## config.mk

```make
export PLATFORM = sky130hd
export DESIGN_NAME = m4cm_fmul
export DESIGN_NICKNAME = d
export VERILOG_FILES = /design/src/hdl/m4cm_pkg.sv /design/src/hdl/m4cm_fmul.sv
export SDC_FILE = /design/constraint.sdc
export NUM_CORES = 2
export LEC_CHECK = 0
export ABC_CLOCK_PERIOD_IN_PS = 17500
export BUFFER_PORTS_ARGS = -buffer_cell sky130_fd_sc_hd__buf_2
export CAP_MARGIN = 20
export CORE_MARGIN = 2
export CORE_UTILIZATION = 60
export CTS_BUF_LIST = sky130_fd_sc_hd__clkbuf_4 sky130_fd_sc_hd__clkbuf_8
export CTS_CLUSTER_SIZE = 20
export DETAILED_ROUTE_END_ITERATION = 12
export PLACE_DENSITY = 0.82
export SYNTH_ARGS = -nofsm -noshare
export SYNTH_HDL_FRONTEND = slang
export SYNTH_SLANG_ARGS = --single-unit
```

## constraint.sdc

```tcl
create_clock -name clock -period 17.5 [get_ports clock]
set_clock_uncertainty 0.05 [all_clocks]
set_input_delay 0.875 -clock clock [delete_from_list [all_inputs] [get_ports clock]]
set_output_delay 0.875 -clock clock [all_outputs]
set_load 0.005 [all_outputs]
```

## src/hdl/m4cm_pkg.sv

```systemverilog
// Shared constants, types and binary32 rounding helpers for the matrix column multiplier.
package m4cm_pkg;

   localparam int unsigned FP_W       = 32;
   localparam int unsigned ROWS       = 4;
   localparam int unsigned COL_W      = 2;
   localparam int unsigned PIPE_DEPTH = 8;   // stages between input register and output register

   localparam logic [31:0] ONE_BITS  = 32'h3F80_0000;
   localparam logic [31:0] QNAN_BITS = 32'h7FC0_0000;
   localparam logic [31:0] NEG_ZERO  = 32'h8000_0000;

   localparam logic OP_LOAD = 1'b0;
   localparam logic OP_MUL  = 1'b1;

   // operand class flags carried from the unpack stage to the round stage
   typedef struct packed {
      logic nan;
      logic inf;
      logic zero;
   } class_type;

   function automatic logic is_nan(input logic [31:0] f);
      return (f[30:23] == 8'hFF) && (f[22:0] != 23'd0);
   endfunction

   // leading zero count of a 48-bit word, 48 when the word is zero
   function automatic logic [5:0] lzc48(input logic [47:0] w);
      logic [5:0] n;
      n = 6'd48;
      for (int i = 0; i < 48; i++) begin
         if (w[i]) n = 6'(47 - i);
      end
      return n;
   endfunction

   // Value is w * 2^(t-173) plus a sticky bit below w. Normalizes (or denormalizes),
   // rounds to nearest even and packs as binary32.
   function automatic logic [31:0] norm_round(input logic sign, input logic signed [10:0] t,
                                              input logic [47:0] w, input logic st);
      logic [5:0]         lz;
      logic [6:0]         rsh;
      logic [111:0]       wide;
      logic [47:0]        x;
      logic               lost;
      logic signed [10:0] e;
      logic [23:0]        m;
      logic               g;
      logic               s;
      logic               inc;
      logic [24:0]        m25;
      logic [23:0]        mr;
      logic [7:0]         field;
      logic [31:0]        y;
      lz   = lzc48(w);
      lost = 1'b0;
      wide = '0;
      if (t < 11'sd0) begin
         // below the subnormal range: shift right, collect lost bits
         rsh  = (t < -11'sd63) ? 7'd63 : 7'(-t);
         wide = {w, 64'd0} >> rsh;
         x    = wide[111:64];
         lost = |wide[63:0];
         e    = 11'sd1;
      end else if (t >= $signed({5'd0, lz})) begin
         x = w << lz;
         e = t + 11'sd1 - $signed({5'd0, lz});
      end else begin
         // exponent floor reached: partial shift, subnormal result
         x = w << t[5:0];
         e = 11'sd1;
      end
      m   = x[47:24];
      g   = x[23];
      s   = (|x[22:0]) | lost | st;
      inc = g & (s | m[0]);
      m25 = {1'b0, m} + {24'd0, inc};
      if (m25[24]) begin
         mr = m25[24:1];
         e  = e + 11'sd1;
      end else begin
         mr = m25[23:0];
      end
      field = mr[23] ? e[7:0] : 8'd0;
      if (e >= 11'sd255) y = {sign, 8'hFF, 23'd0};
      else y = {sign, field, mr[22:0]};
      return y;
   endfunction

endpackage

```

## src/hdl/m4cm_fmul.sv

```systemverilog
// Two-stage binary32 multiplier: unpack and mantissa product, then normalize and round.
module m4cm_fmul (
   input  logic        clock,
   input  logic        en,
   input  logic [31:0] a,
   input  logic [31:0] b,
   output logic [31:0] y
);
   logic [7:0]  ea, eb;
   logic [7:0]  ea_adj, eb_adj;
   logic [23:0] ma, mb;
   logic        nan_a, nan_b, inf_a, inf_b, zero_a, zero_b;

   m4cm_pkg::class_type cls_in, cls_ff;
   logic                sign_in, sign_ff;
   logic signed [10:0]  t_in, t_ff;
   logic [47:0]         prod_in, prod_ff;
   logic [31:0]         y_in, y_ff;

   // unpack and classify
   always_comb begin
      ea     = a[30:23];
      eb     = b[30:23];
      nan_a  = (ea == 8'hFF) && (a[22:0] != 23'd0);
      nan_b  = (eb == 8'hFF) && (b[22:0] != 23'd0);
      inf_a  = (ea == 8'hFF) && (a[22:0] == 23'd0);
      inf_b  = (eb == 8'hFF) && (b[22:0] == 23'd0);
      zero_a = (ea == 8'd0) && (a[22:0] == 23'd0);
      zero_b = (eb == 8'd0) && (b[22:0] == 23'd0);
      ma     = {ea != 8'd0, a[22:0]};
      mb     = {eb != 8'd0, b[22:0]};
      ea_adj = (ea == 8'd0) ? 8'd1 : ea;
      eb_adj = (eb == 8'd0) ? 8'd1 : eb;
      cls_in.nan  = nan_a | nan_b | (inf_a & zero_b) | (zero_a & inf_b);
      cls_in.inf  = inf_a | inf_b;
      cls_in.zero = zero_a | zero_b;
      sign_in = a[31] ^ b[31];
      t_in    = $signed({3'd0, ea_adj}) + $signed({3'd0, eb_adj}) - 11'sd127;
      prod_in = {24'd0, ma} * {24'd0, mb};
   end

   // special cases first, otherwise normalize and round the product
   always_comb begin
      if (cls_ff.nan) y_in = m4cm_pkg::QNAN_BITS;
      else if (cls_ff.inf) y_in = {sign_ff, 8'hFF, 23'd0};
      else if (cls_ff.zero) y_in = {sign_ff, 31'd0};
      else y_in = m4cm_pkg::norm_round(sign_ff, t_ff, prod_ff, 1'b0);
   end

   always_ff @(posedge clock) begin
      if (en) begin
         cls_ff  <= cls_in;
         sign_ff <= sign_in;
         t_ff    <= t_in;
         prod_ff <= prod_in;
         y_ff    <= y_in;
      end
   end

   assign y = y_ff;
endmodule

```

==> flow_metrics.env <==
export IMPL_clk_pin_slew_worst_paths_ps=120
export IMPL_synth_edff_count=94
export IMPL_yosys_top_cells_area="fa_1 (31%), edfxtp_1 (9.0%), ha_1 (8.5%)"
export IMPL_rsz0062_at_grt="false"
export IMPL_gr_total_overflow=0
export IMPL_cp_max_fo=56
export IMPL_crit_top_cell="mux2i_1"
export IMPL_tns_ps=0
export IMPL_tightest_slew_ps=1260
export IMPL_hpwl_mm=73.7
export IMPL_postCtsResizedCells=0
export IMPL_setup_viol=0
export IMPL_relSlewSlack=0.146
export IMPL_cp_end_kind="register"
export IMPL_avgViaCountPerCell=6.30
export IMPL_cts_sinks=94
export IMPL_insertion_delay_ps=410
export IMPL_final_hold_violation_count=0
export IMPL_portBuffers=97
export IMPL_tritoncts="built"
export IMPL_ctsLongestPathBuffers=2
export IMPL_grt_usage=0.356
export IMPL_synth_top_cell_by_area="fa_1"
export IMPL_syn_to_final_growth_pct=2.36
export IMPL_rows=83
export IMPL_arrival_ps=10380
export IMPL_synth_top_flop_cell="edfxtp_1"
export IMPL_nets=4409
export IMPL_grt_pass1_vias=27400
export IMPL_coreArea_um2=51600
export IMPL_critical_path_required_ps=17580
export IMPL_max_cap_violations=0
export IMPL_cts_root_buf="clkbuf_8"
export IMPL_path_class="register to register"
export IMPL_initialDrtViolationCount=3207
export IMPL_htree_levels=3
export IMPL_max_stage_delay_ps=780
export IMPL_antenna_found_initial=2
export IMPL_synth_distinct_cells=110
export IMPL_grt_max_degree=57
export IMPL_syn_cell_area_um2=31500
export IMPL_status="finished, final reports clean"
export IMPL_min_period_ps=10290
export IMPL_worst_path_buf_inv=2
export IMPL_worstSetupStartpointType="register"
export IMPL_cts_buffers=9
export IMPL_drive_gt1_frac=0.0636
export IMPL_io_pins=98
export IMPL_synth_seq_cells=94
export IMPL_cp_top_family="simple AND/OR/NAND/NOR gates"
export IMPL_gp_congestion=1.01
export IMPL_fp_dieH_um=233
export IMPL_cts_setup_buffers=0
export IMPL_routed_via_count=27300
export IMPL_die_area_um2=54400
export IMPL_syn_inst=3760
export IMPL_finalMaxSlewViolations=0
export IMPL_dr_pass1_iters=6
export IMPL_drt_total_wl_mm=95.4
export IMPL_slowest_stage="o311ai_0"
export IMPL_postSynth_asyncResetShare=0
export IMPL_yosysWarnings=0
export IMPL_initial_core_util=0.610
export IMPL_cts_hold_buf=0
export IMPL_syn_avg_cell_area_um2=8.38
export IMPL_synth_top_area_frac=0.309
export IMPL_drt_wirelength_per_cell_um=22.1
export IMPL_die_width_um=233
export IMPL_drc=0
export IMPL_fmax_ghz=0.0971
export IMPL_min_path_type="register to register"
export IMPL_yosysSeqAreaShare=0.0896
export IMPL_grt_pass1_wl_mm=151
export IMPL_syn_nets=4527
export IMPL_finalCritPeriodShare=0.588
export IMPL_final_antenna_net_count=0
==> cells in the final DEF, fill, tap and decap left out, types with 26 or more instances in the layout <==
cell,count
and2_1,216
nor3_1,59
edfxtp_1,94
ha_1,215
a31oi_1,26
inv_1,548
xnor2_1,67
mux2i_1,186
o211ai_1,35
buf_2,96
fa_1,486
nand2_1,577
nor4_1,42
nand2b_1,28
nand3_1,62
mux2_2,26
nor2_1,180
a21oi_1,134
buf_4,33
o21ai_0,73
==> state kept, by name (all words and copies together) (netlist names) <==
name     cells
prod_ff     48
t_ff        10
y           32
cls_ff       3
sign_ff      1
==> metal layers <==
metal  vias to the layer above  global-route usage  part of all wire
li1                      12100                   -                 -
met1                     13400               0.468              0.39
met2                      1440               0.575              0.47
met3                       282              0.0630             0.093
met4                         2               0.163             0.049
met5                         -                   0           0.00014
==> cell type report <==
| cell class | count | area [um2] |
|---|---|---|
| clock buffer | 9 | 124 |
| antenna | 1 | 2.50 |
| multi-input combinational | 2858 | 25600 |
| sequential | 94 | 2820 |
| fill | 4333 | 19400 |
| tap | 680 | 851 |
| timing repair buffer | 129 | 728 |
| inverter | 550 | 2060 |
| clock inverter | 7 | 87.6 |
==> kinds of logic (layout without fill, tap and decap cells) <==
| logic type | count (synthesis) | count (layout) | synth area share |
|---|---|---|---|
| buffers and inverters | 808 | 695 | 0.0999 |
| other | 0 | 1 | 0 |
| flip-flops | 94 | 94 | 0.0896 |
| multiplexers | 215 | 215 | 0.0697 |
| adder cells (fa/ha/maj) | 701 | 701 | 0.394 |
| AND/OR/NAND/NOR | 1323 | 1323 | 0.204 |
| AO/OA/AOI/OAI | 530 | 530 | 0.118 |
| XOR/XNOR | 89 | 89 | 0.0247 |
==> cells in the mapped netlist, types with 18 or more instances <==
library cell,n
a31oi_1,26
nor2b_1,18
xor2_1,22
nand2_1,577
buf_2,39
mux2_2,26
xnor2_1,67
o211ai_1,35
nor4_1,42
o22ai_1,18
nand4_1,21
nor2_1,183
o21ai_0,73
mux2i_1,186
nor3_1,59
edfxtp_1,94
and3_1,24
ha_1,215
fa_1,486
or3_1,21
a21oi_1,135
clkbuf_1,193
a211o_1,22
a21o_1,19
nand3_1,63
and2_1,216
nand2b_1,28
inv_1,548
==> worst paths after layout <==
check / cells past startpoint / endpoint / from / slack (ps)
setup reg to reg: 28 / y[21] / prod_ff[1] / 7210
hold reg to reg: 1 / y[31] / sign_ff / 510
hold / removal: 1 / y[31] / sign_ff / 510
setup / recovery: 28 / y[21] / prod_ff[1] / 7210
==> through the flow <==
step                      utilization  setup WS [ps]  cells  hold WS [ps]  instance area (um2)
final                           0.625           7210   4328           506                32300
after global routing            0.625           6320   4327           528                32200
after CTS                       0.625           7320   4327           508                32200
after detailed placement        0.621           7350   4311           479                32000
after global placement          0.621           7600   4311           477                32000
after floorplan                     -           9210   3760           459                31500
==> worst register-to-register path: cells and delay by family, from the launching register on <==
kind / cells / cell delay (ps)
AOI/OAI and AO/OA: 9 / 3570
xor gates and xnor gates: 1 / 250
adders and majority gates: 2 / 580
buffers and inverters: 2 / 180
DFF: 1 / 600
muxes: 3 / 1090
and+or+nand+nor: 11 / 3700
Power is not shown: default switching activity piles up to over one toggle a cycle in this logic, so the estimate is an artifact.
