$ cat src/hdl/m4cm_pkg.sv
// Shared constants, types and binary32 rounding helpers for the matrix column multiplier.
package m4cm_pkg;

   localparam int unsigned FP_W       = 32;
   localparam int unsigned ROWS       = 4;
   localparam int unsigned COL_W      = 2;
   localparam int unsigned PIPE_DEPTH = 8;   // stages between input register and output register

   localparam logic [31:0] ONE_BITS  = 32'h3F80_0000;
   localparam logic [31:0] QNAN_BITS = 32'h7FC0_0000;
   localparam logic [31:0] NEG_ZERO  = 32'h8000_0000;

   localparam logic OP_LOAD = 1'b0;
   localparam logic OP_MUL  = 1'b1;

   // operand class flags carried from the unpack stage to the round stage
   typedef struct packed {
      logic nan;
      logic inf;
      logic zero;
   } class_type;

   function automatic logic is_nan(input logic [31:0] f);
      return (f[30:23] == 8'hFF) && (f[22:0] != 23'd0);
   endfunction

   // leading zero count of a 48-bit word, 48 when the word is zero
   function automatic logic [5:0] lzc48(input logic [47:0] w);
      logic [5:0] n;
      n = 6'd48;
      for (int i = 0; i < 48; i++) begin
         if (w[i]) n = 6'(47 - i);
      end
      return n;
   endfunction

   // Value is w * 2^(t-173) plus a sticky bit below w. Normalizes (or denormalizes),
   // rounds to nearest even and packs as binary32.
   function automatic logic [31:0] norm_round(input logic sign, input logic signed [10:0] t,
                                              input logic [47:0] w, input logic st);
      logic [5:0]         lz;
      logic [6:0]         rsh;
      logic [111:0]       wide;
      logic [47:0]        x;
      logic               lost;
      logic signed [10:0] e;
      logic [23:0]        m;
      logic               g;
      logic               s;
      logic               inc;
      logic [24:0]        m25;
      logic [23:0]        mr;
      logic [7:0]         field;
      logic [31:0]        y;
      lz   = lzc48(w);
      lost = 1'b0;
      wide = '0;
      if (t < 11'sd0) begin
         // below the subnormal range: shift right, collect lost bits
         rsh  = (t < -11'sd63) ? 7'd63 : 7'(-t);
         wide = {w, 64'd0} >> rsh;
         x    = wide[111:64];
         lost = |wide[63:0];
         e    = 11'sd1;
      end else if (t >= $signed({5'd0, lz})) begin
         x = w << lz;
         e = t + 11'sd1 - $signed({5'd0, lz});
      end else begin
         // exponent floor reached: partial shift, subnormal result
         x = w << t[5:0];
         e = 11'sd1;
      end
      m   = x[47:24];
      g   = x[23];
      s   = (|x[22:0]) | lost | st;
      inc = g & (s | m[0]);
      m25 = {1'b0, m} + {24'd0, inc};
      if (m25[24]) begin
         mr = m25[24:1];
         e  = e + 11'sd1;
      end else begin
         mr = m25[23:0];
      end
      field = mr[23] ? e[7:0] : 8'd0;
      if (e >= 11'sd255) y = {sign, 8'hFF, 23'd0};
      else y = {sign, field, mr[22:0]};
      return y;
   endfunction

endpackage

$ cat src/hdl/m4cm_fadd.sv
// Two-stage binary32 adder: swap, align and add, then normalize and round.
module m4cm_fadd (
   input  logic        clock,
   input  logic        en,
   input  logic [31:0] a,
   input  logic [31:0] b,
   output logic [31:0] y
);
   logic [31:0] big, sml;
   logic [7:0]  e_big, e_sml;
   logic [7:0]  d;
   logic [5:0]  dc;
   logic [47:0] big_w, sml_w;
   logic [95:0] aligned;
   logic [48:0] sum;
   logic        nan_a, nan_b, inf_a, inf_b, zero_a, zero_b;

   m4cm_pkg::class_type cls_in, cls_ff;
   logic                sign_in, sign_ff;
   logic                inf_sign_in, inf_sign_ff;
   logic                zero_sign_in, zero_sign_ff;
   logic signed [10:0]  t_in, t_ff;
   logic [47:0]         w_in, w_ff;
   logic                st_in, st_ff;
   logic [31:0]         y_in, y_ff;

   // classify, order by magnitude, align the smaller operand and add
   always_comb begin
      nan_a  = (a[30:23] == 8'hFF) && (a[22:0] != 23'd0);
      nan_b  = (b[30:23] == 8'hFF) && (b[22:0] != 23'd0);
      inf_a  = (a[30:23] == 8'hFF) && (a[22:0] == 23'd0);
      inf_b  = (b[30:23] == 8'hFF) && (b[22:0] == 23'd0);
      zero_a = (a[30:0] == 31'd0);
      zero_b = (b[30:0] == 31'd0);
      cls_in.nan   = nan_a | nan_b | (inf_a & inf_b & (a[31] ^ b[31]));
      cls_in.inf   = inf_a | inf_b;
      cls_in.zero  = zero_a & zero_b;
      inf_sign_in  = inf_a ? a[31] : b[31];
      zero_sign_in = a[31] & b[31];
      if (b[30:0] > a[30:0]) begin
         big = b;
         sml = a;
      end else begin
         big = a;
         sml = b;
      end
      e_big   = (big[30:23] == 8'd0) ? 8'd1 : big[30:23];
      e_sml   = (sml[30:23] == 8'd0) ? 8'd1 : sml[30:23];
      d       = e_big - e_sml;
      dc      = (d > 8'd50) ? 6'd50 : d[5:0];
      big_w   = {1'b0, big[30:23] != 8'd0, big[22:0], 23'd0};
      sml_w   = {1'b0, sml[30:23] != 8'd0, sml[22:0], 23'd0};
      aligned = {sml_w, 48'd0} >> dc;
      if (big[31] ^ sml[31]) sum = {big_w, 1'b0} - {aligned[95:48], |aligned[47:0]};
      else sum = {big_w, 1'b0} + {aligned[95:48], |aligned[47:0]};
      sign_in = (sum == 49'd0) ? 1'b0 : big[31];
      t_in    = $signed({3'd0, e_big});
      w_in    = sum[48:1];
      st_in   = sum[0];
   end

   // special cases first, otherwise normalize and round the sum
   always_comb begin
      if (cls_ff.nan) y_in = m4cm_pkg::QNAN_BITS;
      else if (cls_ff.inf) y_in = {inf_sign_ff, 8'hFF, 23'd0};
      else if (cls_ff.zero) y_in = {zero_sign_ff, 31'd0};
      else y_in = m4cm_pkg::norm_round(sign_ff, t_ff, w_ff, st_ff);
   end

   always_ff @(posedge clock) begin
      if (en) begin
         cls_ff       <= cls_in;
         sign_ff      <= sign_in;
         inf_sign_ff  <= inf_sign_in;
         zero_sign_ff <= zero_sign_in;
         t_ff         <= t_in;
         w_ff         <= w_in;
         st_ff        <= st_in;
         y_ff         <= y_in;
      end
   end

   assign y = y_ff;
endmodule

$ cat config.mk
export PLATFORM = sky130hd
export DESIGN_NAME = m4cm_fadd
export DESIGN_NICKNAME = d
export VERILOG_FILES = /design/src/hdl/m4cm_pkg.sv /design/src/hdl/m4cm_fadd.sv
export SDC_FILE = /design/constraint.sdc
export NUM_CORES = 1
export LEC_CHECK = 0
export ABC_AREA = 1
export BUFFER_PORTS_ARGS = -buffer_cell sky130_fd_sc_hd__buf_2
export CORE_ASPECT_RATIO = 0.7
export CORE_UTILIZATION = 35
export DETAILED_ROUTE_END_ITERATION = 16
export PLACE_DENSITY = 0.6
export RECOVER_POWER = 25
export SYNTH_ARGS = -nofsm -noshare
export SYNTH_HDL_FRONTEND = slang
export SYNTH_SLANG_ARGS = --single-unit
$ cat constraint.sdc
create_clock -name clock -period 13.3 [get_ports clock]
set_input_delay 1.33 -clock clock [delete_from_list [all_inputs] [get_ports clock]]
set_output_delay 1.33 -clock clock [all_outputs]
set_load 0.02 [all_outputs]
==> results.json, run 1 <==
{
  "status": "finished with violations",
  "violations": "max-capacitance violations, max-slew violations",
  "grt_usage_pct": 25.51,
  "yosys_most_used_dff": "edfxtp_1",
  "initial_utilization_pct": 35.58,
  "finalCritPeriodShare_pct": 89.75,
  "setup_viol": 0,
  "rsz0062_at_grt": "no",
  "drc": 0,
  "arrival_ns": 12.05,
  "instances_no_fill": 3457,
  "place_hpwl_um": 51850,
  "gp_congestion": 1.029,
  "pin_count": 98,
  "async_flop_share_pct": 0,
  "grt_pass1_vias": 17050,
  "via_count": 18900,
  "core-area_um2": 46660,
  "routed_wl_um": 61930,
  "slew_viol_final": 34,
  "hp-class": "flop to flop",
  "slowest_stage": "buf_6",
  "fin_worst_skew_ns": 0.01079,
  "grt_max_degree": 97,
  "place.port_buffers": 97,
  "drt-wirelength-per-cell_um": 17.91,
  "synth-xor-area-share_pct": 4.115,
  "drt_first_iter_violations": 2173,
  "whs_ns": 0.8694,
  "vdd_drop_max_v": 0.00007504,
  "postCtsSetupBuffers": 0,
  "grt_util_met2_pct": 34.29,
  "tns_ns": 0,
  "n_antenna_cell": 0,
  "hold_viol_final": 0,
  "cts_hold_buf": 0,
  "crit_path_start_kind": "input port",
  "cp_max_fo": 96,
  "drt_first_pass_iters": 8,
  "synth_compound_area_share_pct": 14.06,
  "synth_seq_cells": 95,
  "cpPeakStageDelay_ns": 0.49,
  "synth_adder_area_share_pct": 8.668,
  "htreeDepth": 3,
  "cp.required_ns": 13.42,
  "overflow": 0,
  "fin_crit_ns": 11.94,
  "critical-path-top-delay-family": "compound AO/OA/AOI/OAI gates",
  "viasPerCell": 5.468,
  "yosysSeqAreaShare_pct": 17.19,
  "fill_cells": 5164,
  "place_inst": 3441,
  "numCtsBuffers": 9,
  "synth_top_family_by_area": "simple AND/OR/NAND/NOR gates",
  "muxShareOfSynthArea_pct": 0.6633,
  "clkSinkCount": 95,
  "syn_nets": 3013,
  "synth-simple-area-share_pct": 42.59,
  "grt_antenna_before_repair": 0,
  "syn_avg_cell_area_um2": 5.855,
  "die_area_um2": 48320,
  "drv_cap": 1,
  "path_common_cell": "nor2_1",
  "synth_most_common_cell": "nand2_1",
  "synth_largest_area_cell": "edfxtp_1",
  "fp.dieH_um": 184.2,
  "r2r_slack_ns": 3.35,
  "slew_headroom_pct": -19.11,
  "drive_gt1_share_pct": 6.467,
  "max_slew.worst_pin.slew_ns": 1.787,
  "gr-usage-met1_pct": 40.99,
  "cellPowerDensity_nw_per_um2": 169.4,
  "critPathKind": "input port to flop",
  "synth_area_um2": 16600,
  "worstSetupEndpointType": "flop",
  "area_delta_synth_final_pct": 6.731,
  "leakagePower_nw": 8.560,
  "rows": 66,
  "syn_inst": 2835,
  "ys_top_cells_by_area": "edfxtp_1 17%, nand2_1 16%, nand3_1 12%",
  "layout.nets": 3018,
  "busiest_layer": "met1",
  "placed_area_um2": 17460,
  "cts_root_buf": "clkbuf_16",
  "clk_latency_ns": 0.38,
  "clk_pin_slew_ns": 0.08,
  "clockBufferDepth": 2,
  "fmax_mhz": 83.77,
  "synth-edff-count": 95,
  "synthDistinctLibCells": 64,
  "yosys_warnings": 0,
  "synth_top_area_share_pct": 17.19,
  "use_met3_pct": 5.705,
  "drtAntennaViolNets": 0,
  "synthTopCellsByCount": "725 x nand2_1, 406 x nand3_1, 395 x inv_1, 280 x nor2_1, 220 x o21ai_0",
  "grt_pass1_wl_um": 96810,
  "cts_tree": "built",
  "path_buf_inv": 9,
  "die-width_um": 262.3,
  "final_area_um2": 17720
}
flip-flops by register name (all words and copies together) (netlist names):
register	flops
zero_sign_ff	1
cls_ff	3
st_ff	1
sign_ff	1
t_ff	8
inf_sign_ff	1
w_ff	48
y	32
layer usage:
| metal | vias to the layer above | wire length [µm] |
|---|---|---|
| li1 | 9347 | - |
| met3 | 20 | 6470 |
| met1 | 8788 | 32320 |
| met2 | 747 | 22850 |
| met5 | - | 0 |
| met4 | 0 | 281 |
final cells by class:
type | instances | area, µm² | area share, %
flip-flops and latches | 95 | 2853 | 16.10
multi-input cells | 2211 | 11680 | 65.92
well taps | 612 | 765.7 | 4.322
clock inverters | 7 | 61.31 | 0.3460
repair buffers | 117 | 609.3 | 3.439
inverters | 406 | 1524 | 8.602
clock buffers | 9 | 225.2 | 1.271
worst paths after layout:
path,start,to,depth (start not counted)
min,cls_ff[2]$_DFFE_PP_,y[22]$_SDFFCE_PP1P_,2
min reg2reg,cls_ff[2]$_DFFE_PP_,y[22]$_SDFFCE_PP1P_,2
max reg2reg,w_ff[0]$_DFFE_PP_,y[1]$_SDFFCE_PP0P_,81
max,a[2],sign_ff$_SDFFCE_PN0P_,71
cells by family (layout without fill, tap and decap cells):
family	after synthesis	after routing
AO/OA/AOI/OAI	424	424
adder cells (fa/ha/maj)	112	112
flip-flops	95	95
AND/OR/NAND/NOR	1586	1586
buffers and inverters	529	539
multiplexers	11	11
XOR/XNOR	78	78
metrics by stage:
| stage | setup slack (ns) | power, mW | util (%) |
|---|---|---|---|
| 3_5_place_dp | 1.092 | 2.661 | 37.42 |
| 4_1_cts | 1.436 | 2.939 | 38.03 |
| 2_1_floorplan | 2.828 | 2.068 | - |
| 3_3_place_gp | 1.051 | 2.652 | 37.42 |
| 5_1_grt | 0.2051 | 3.284 | 37.97 |
| 6_report | 1.363 | 3.002 | 37.97 |
power breakdown:
part           total (mW)  internal, mW  switching (mW)
clock               0.265         0.131           0.134
combinational        2.29         0.650            1.64
sequential          0.446         0.410          0.0359
worst reg2reg max path, delay by kind of cell, from the launching register on:
family        cells  cell delay (ns)
fa+ha+maj         2             0.51
flops             1             0.47
simple gates     74             7.76
buf+inv           5             0.98
cell usage in the layout (no fill, tap or decap), types with 11 or more instances in the layout:
cell and count:
edfxtp_1 95, inv_1 395, xor2_1 68, nor2_1 278
nand4_1 40, ha_1 107, nor2_4 23, a31oi_1 14
nor3_1 24, mux2i_1 11, nor4_1 34, nand3_1 406
a21oi_1 119, buf_4 19, buf_2 73, nand2_1 724
o21ai_0 219, clkbuf_1 24
timing repair:
action,CTS,global route
endpoints found under the hold margin,0,0
setup endpoints to repair,0,1
resized for setup,0,1
(Power assumes the default switching activity.)
==> inputs of run 2 (changes only) <==
- REMOVE_ABC_BUFFERS: not set -> 1
==> run 2 against run 1 <==
The run still ends with max-capacitance violations, max-slew violations left. Count of clock-buffer cells in the layout did not move. Fmax fell by 2.0%. Core utilization rose by 0.12 points. Non-clock buffer count rose by 3. Sequential share of layout area fell by 0.052 points. Critical path type unchanged. Largest power group unchanged.
==> results.json, run 2 (synthesized netlist as in run 1, its figures left out) <==
{
  "fp.dieH_um": 184.2,
  "fin_worst_skew_ns": 0.02056,
  "worstSetupEndpointType": "flop",
  "htreeDepth": 3,
  "layout.nets": 3021,
  "clk_pin_slew_ns": 0.09,
  "final_cell_mix": "724 x nand2_1, 406 x nand3_1, 394 x inv_1, 278 x nor2_1, 215 x o21ai_0",
  "cts_tree": "built",
  "grt_antenna_before_repair": 0,
  "final_area_um2": 17770,
  "critPathLaunch": "a[2]",
  "slowest_stage": "buf_6",
  "cellPowerDensity_nw_per_um2": 169.4,
  "path_common_cell": "nor2_1",
  "slew_viol_final": 33,
  "drt-wirelength-per-cell_um": 17.52,
  "grt_pass1_wl_um": 95650,
  "clockBufferDepth": 2,
  "drv_cap": 1,
  "pin_count": 98,
  "numCtsBuffers": 9,
  "utilization_pct": 38.10,
  "crit_path_start_kind": "input port",
  "whs_ns": 0.6035,
  "largest_reg_flops": 48,
  "drt_first_iter_violations": 2077,
  "gr-usage-met1_pct": 39.71,
  "critPathKind": "input port to flop",
  "cts_root_buf": "clkbuf_16",
  "initial_utilization_pct": 35.58,
  "leakagePower_nw": 8.590,
  "hp-class": "flop to flop",
  "max_flop_register": "w_ff",
  "drtAntennaViolNets": 0,
  "finalCritPeriodShare_pct": 91.60,
  "hold_viol_final": 0,
  "cpPeakStageDelay_ns": 0.47,
  "fmax_mhz": 82.08,
  "status": "finished with violations",
  "grt_max_degree": 94,
  "area_delta_synth_final_pct": 7.077,
  "via_count": 18580,
  "routed_wl_um": 60620,
  "drt_first_pass_iters": 6,
  "clkSinkCount": 95,
  "violations": "max-capacitance violations, max-slew violations",
  "cts_hold_buf": 0,
  "setup_viol": 0,
  "grt_util_met2_pct": 32.67,
  "drc": 0,
  "slew_headroom_pct": -20.05,
  "n_antenna_cell": 0,
  "die-width_um": 262.3,
  "cp_max_fo": 93,
  "core-area_um2": 46660,
  "grt_usage_pct": 25.08,
  "arrival_ns": 12.32,
  "overflow": 0,
  "clk_latency_ns": 0.39,
  "gp_congestion": 0.9846,
  "vdd_drop_max_v": 0.00008074,
  "viasPerCell": 5.369,
  "fin_crit_ns": 12.18,
  "rows": 66,
  "place.port_buffers": 97,
  "place_hpwl_um": 50760,
  "drive_gt1_share_pct": 6.636,
  "cp.required_ns": 13.43,
  "busiest_layer": "met1",
  "use_met3_pct": 6.747,
  "hold_start": "inf_sign_ff$_DFFE_PP_",
  "die_area_um2": 48320,
  "max_slew.worst_pin.slew_ns": 1.801,
  "final_common_cell": "nand2_1",
  "grt_pass1_vias": 16860,
  "placed_area_um2": 17480,
  "r2r-start": "w_ff[0]$_DFFE_PP_",
  "tns_ns": 0
}
-- run 2: cell count changes in the layout (fill, tap and decap cells not counted), sizes merged --
| cell | before | now |
|---|---|---|
| buf | 93 | 96 |
| bufinv | 0 | 1 |
| clkinv | 7 | 5 |
| clkinvlp | 0 | 1 |
-- run 2: repair_timing --
action | CTS | global route
setup endpoints to repair | 0 | 1
buffers inserted | 0 | 0
gates resized for setup | 0 | 6
-- run 2: metrics by stage --
| stage | std cells | power [mW] | setup slack (ns) |
|---|---|---|---|
| after global placement | 3444 | 2.661 | 0.7501 |
| after CTS | 3460 | 2.958 | 1.199 |
| after detailed placement | 3444 | 2.658 | 0.7676 |
| after floorplan | 2712 | 2.019 | 0.4275 |
| after global routing | 3460 | 3.307 | -0.0007212 |
| final | 3460 | 3.011 | 1.117 |
-- run 2: worst max-delay path: cells and delay by family --
family	cells	cell delay, ns
simple gates	34	3.31
compound gates	22	4.64
fa+ha+maj	4	1.11
xor+xnor	1	0.31
buf+inv	10	1.57
-- run 2: area by class of cell --
class | instances | area [µm²]
Clock inverter | 7 | 92.59
Fill cell | 5168 | 28880
Multi-Input combinational cell | 2211 | 11680
Timing Repair Buffer | 120 | 631.9
Inverter | 406 | 1528
Sequential cell | 95 | 2853
Clock buffer | 9 | 225.2
Tap cell | 612 | 765.7
-- run 2: path summary, 6_finish.rpt --
kind              cells past startpoint  slack [ns]                     to
setup / recovery                     71        1.12  sign_ff$_SDFFCE_PN0P_
hold / removal                        2        0.60    y[31]$_SDFFCE_PP0P_
setup reg to reg                     81        3.17     y[1]$_SDFFCE_PP0P_
hold reg to reg                       2        0.60    y[31]$_SDFFCE_PP0P_
-- run 2: layer usage --
metal | up-vias | wire length [µm]
met5 | - | 0
met4 | 0 | 844
met3 | 37 | 6060
met2 | 680 | 21720
met1 | 8507 | 31990
li1 | 9352 | -
-- run 2: power breakdown --
| group | internal [mW] | switching, mW | leakage, nW |
|---|---|---|---|
| logic | 0.652 | 1.62 | 7.49 |
| clock network | 0.152 | 0.136 | 0.156 |
| registers | 0.410 | 0.0373 | 0.943 |
| total | 1.21 | 1.80 | 8.59 |
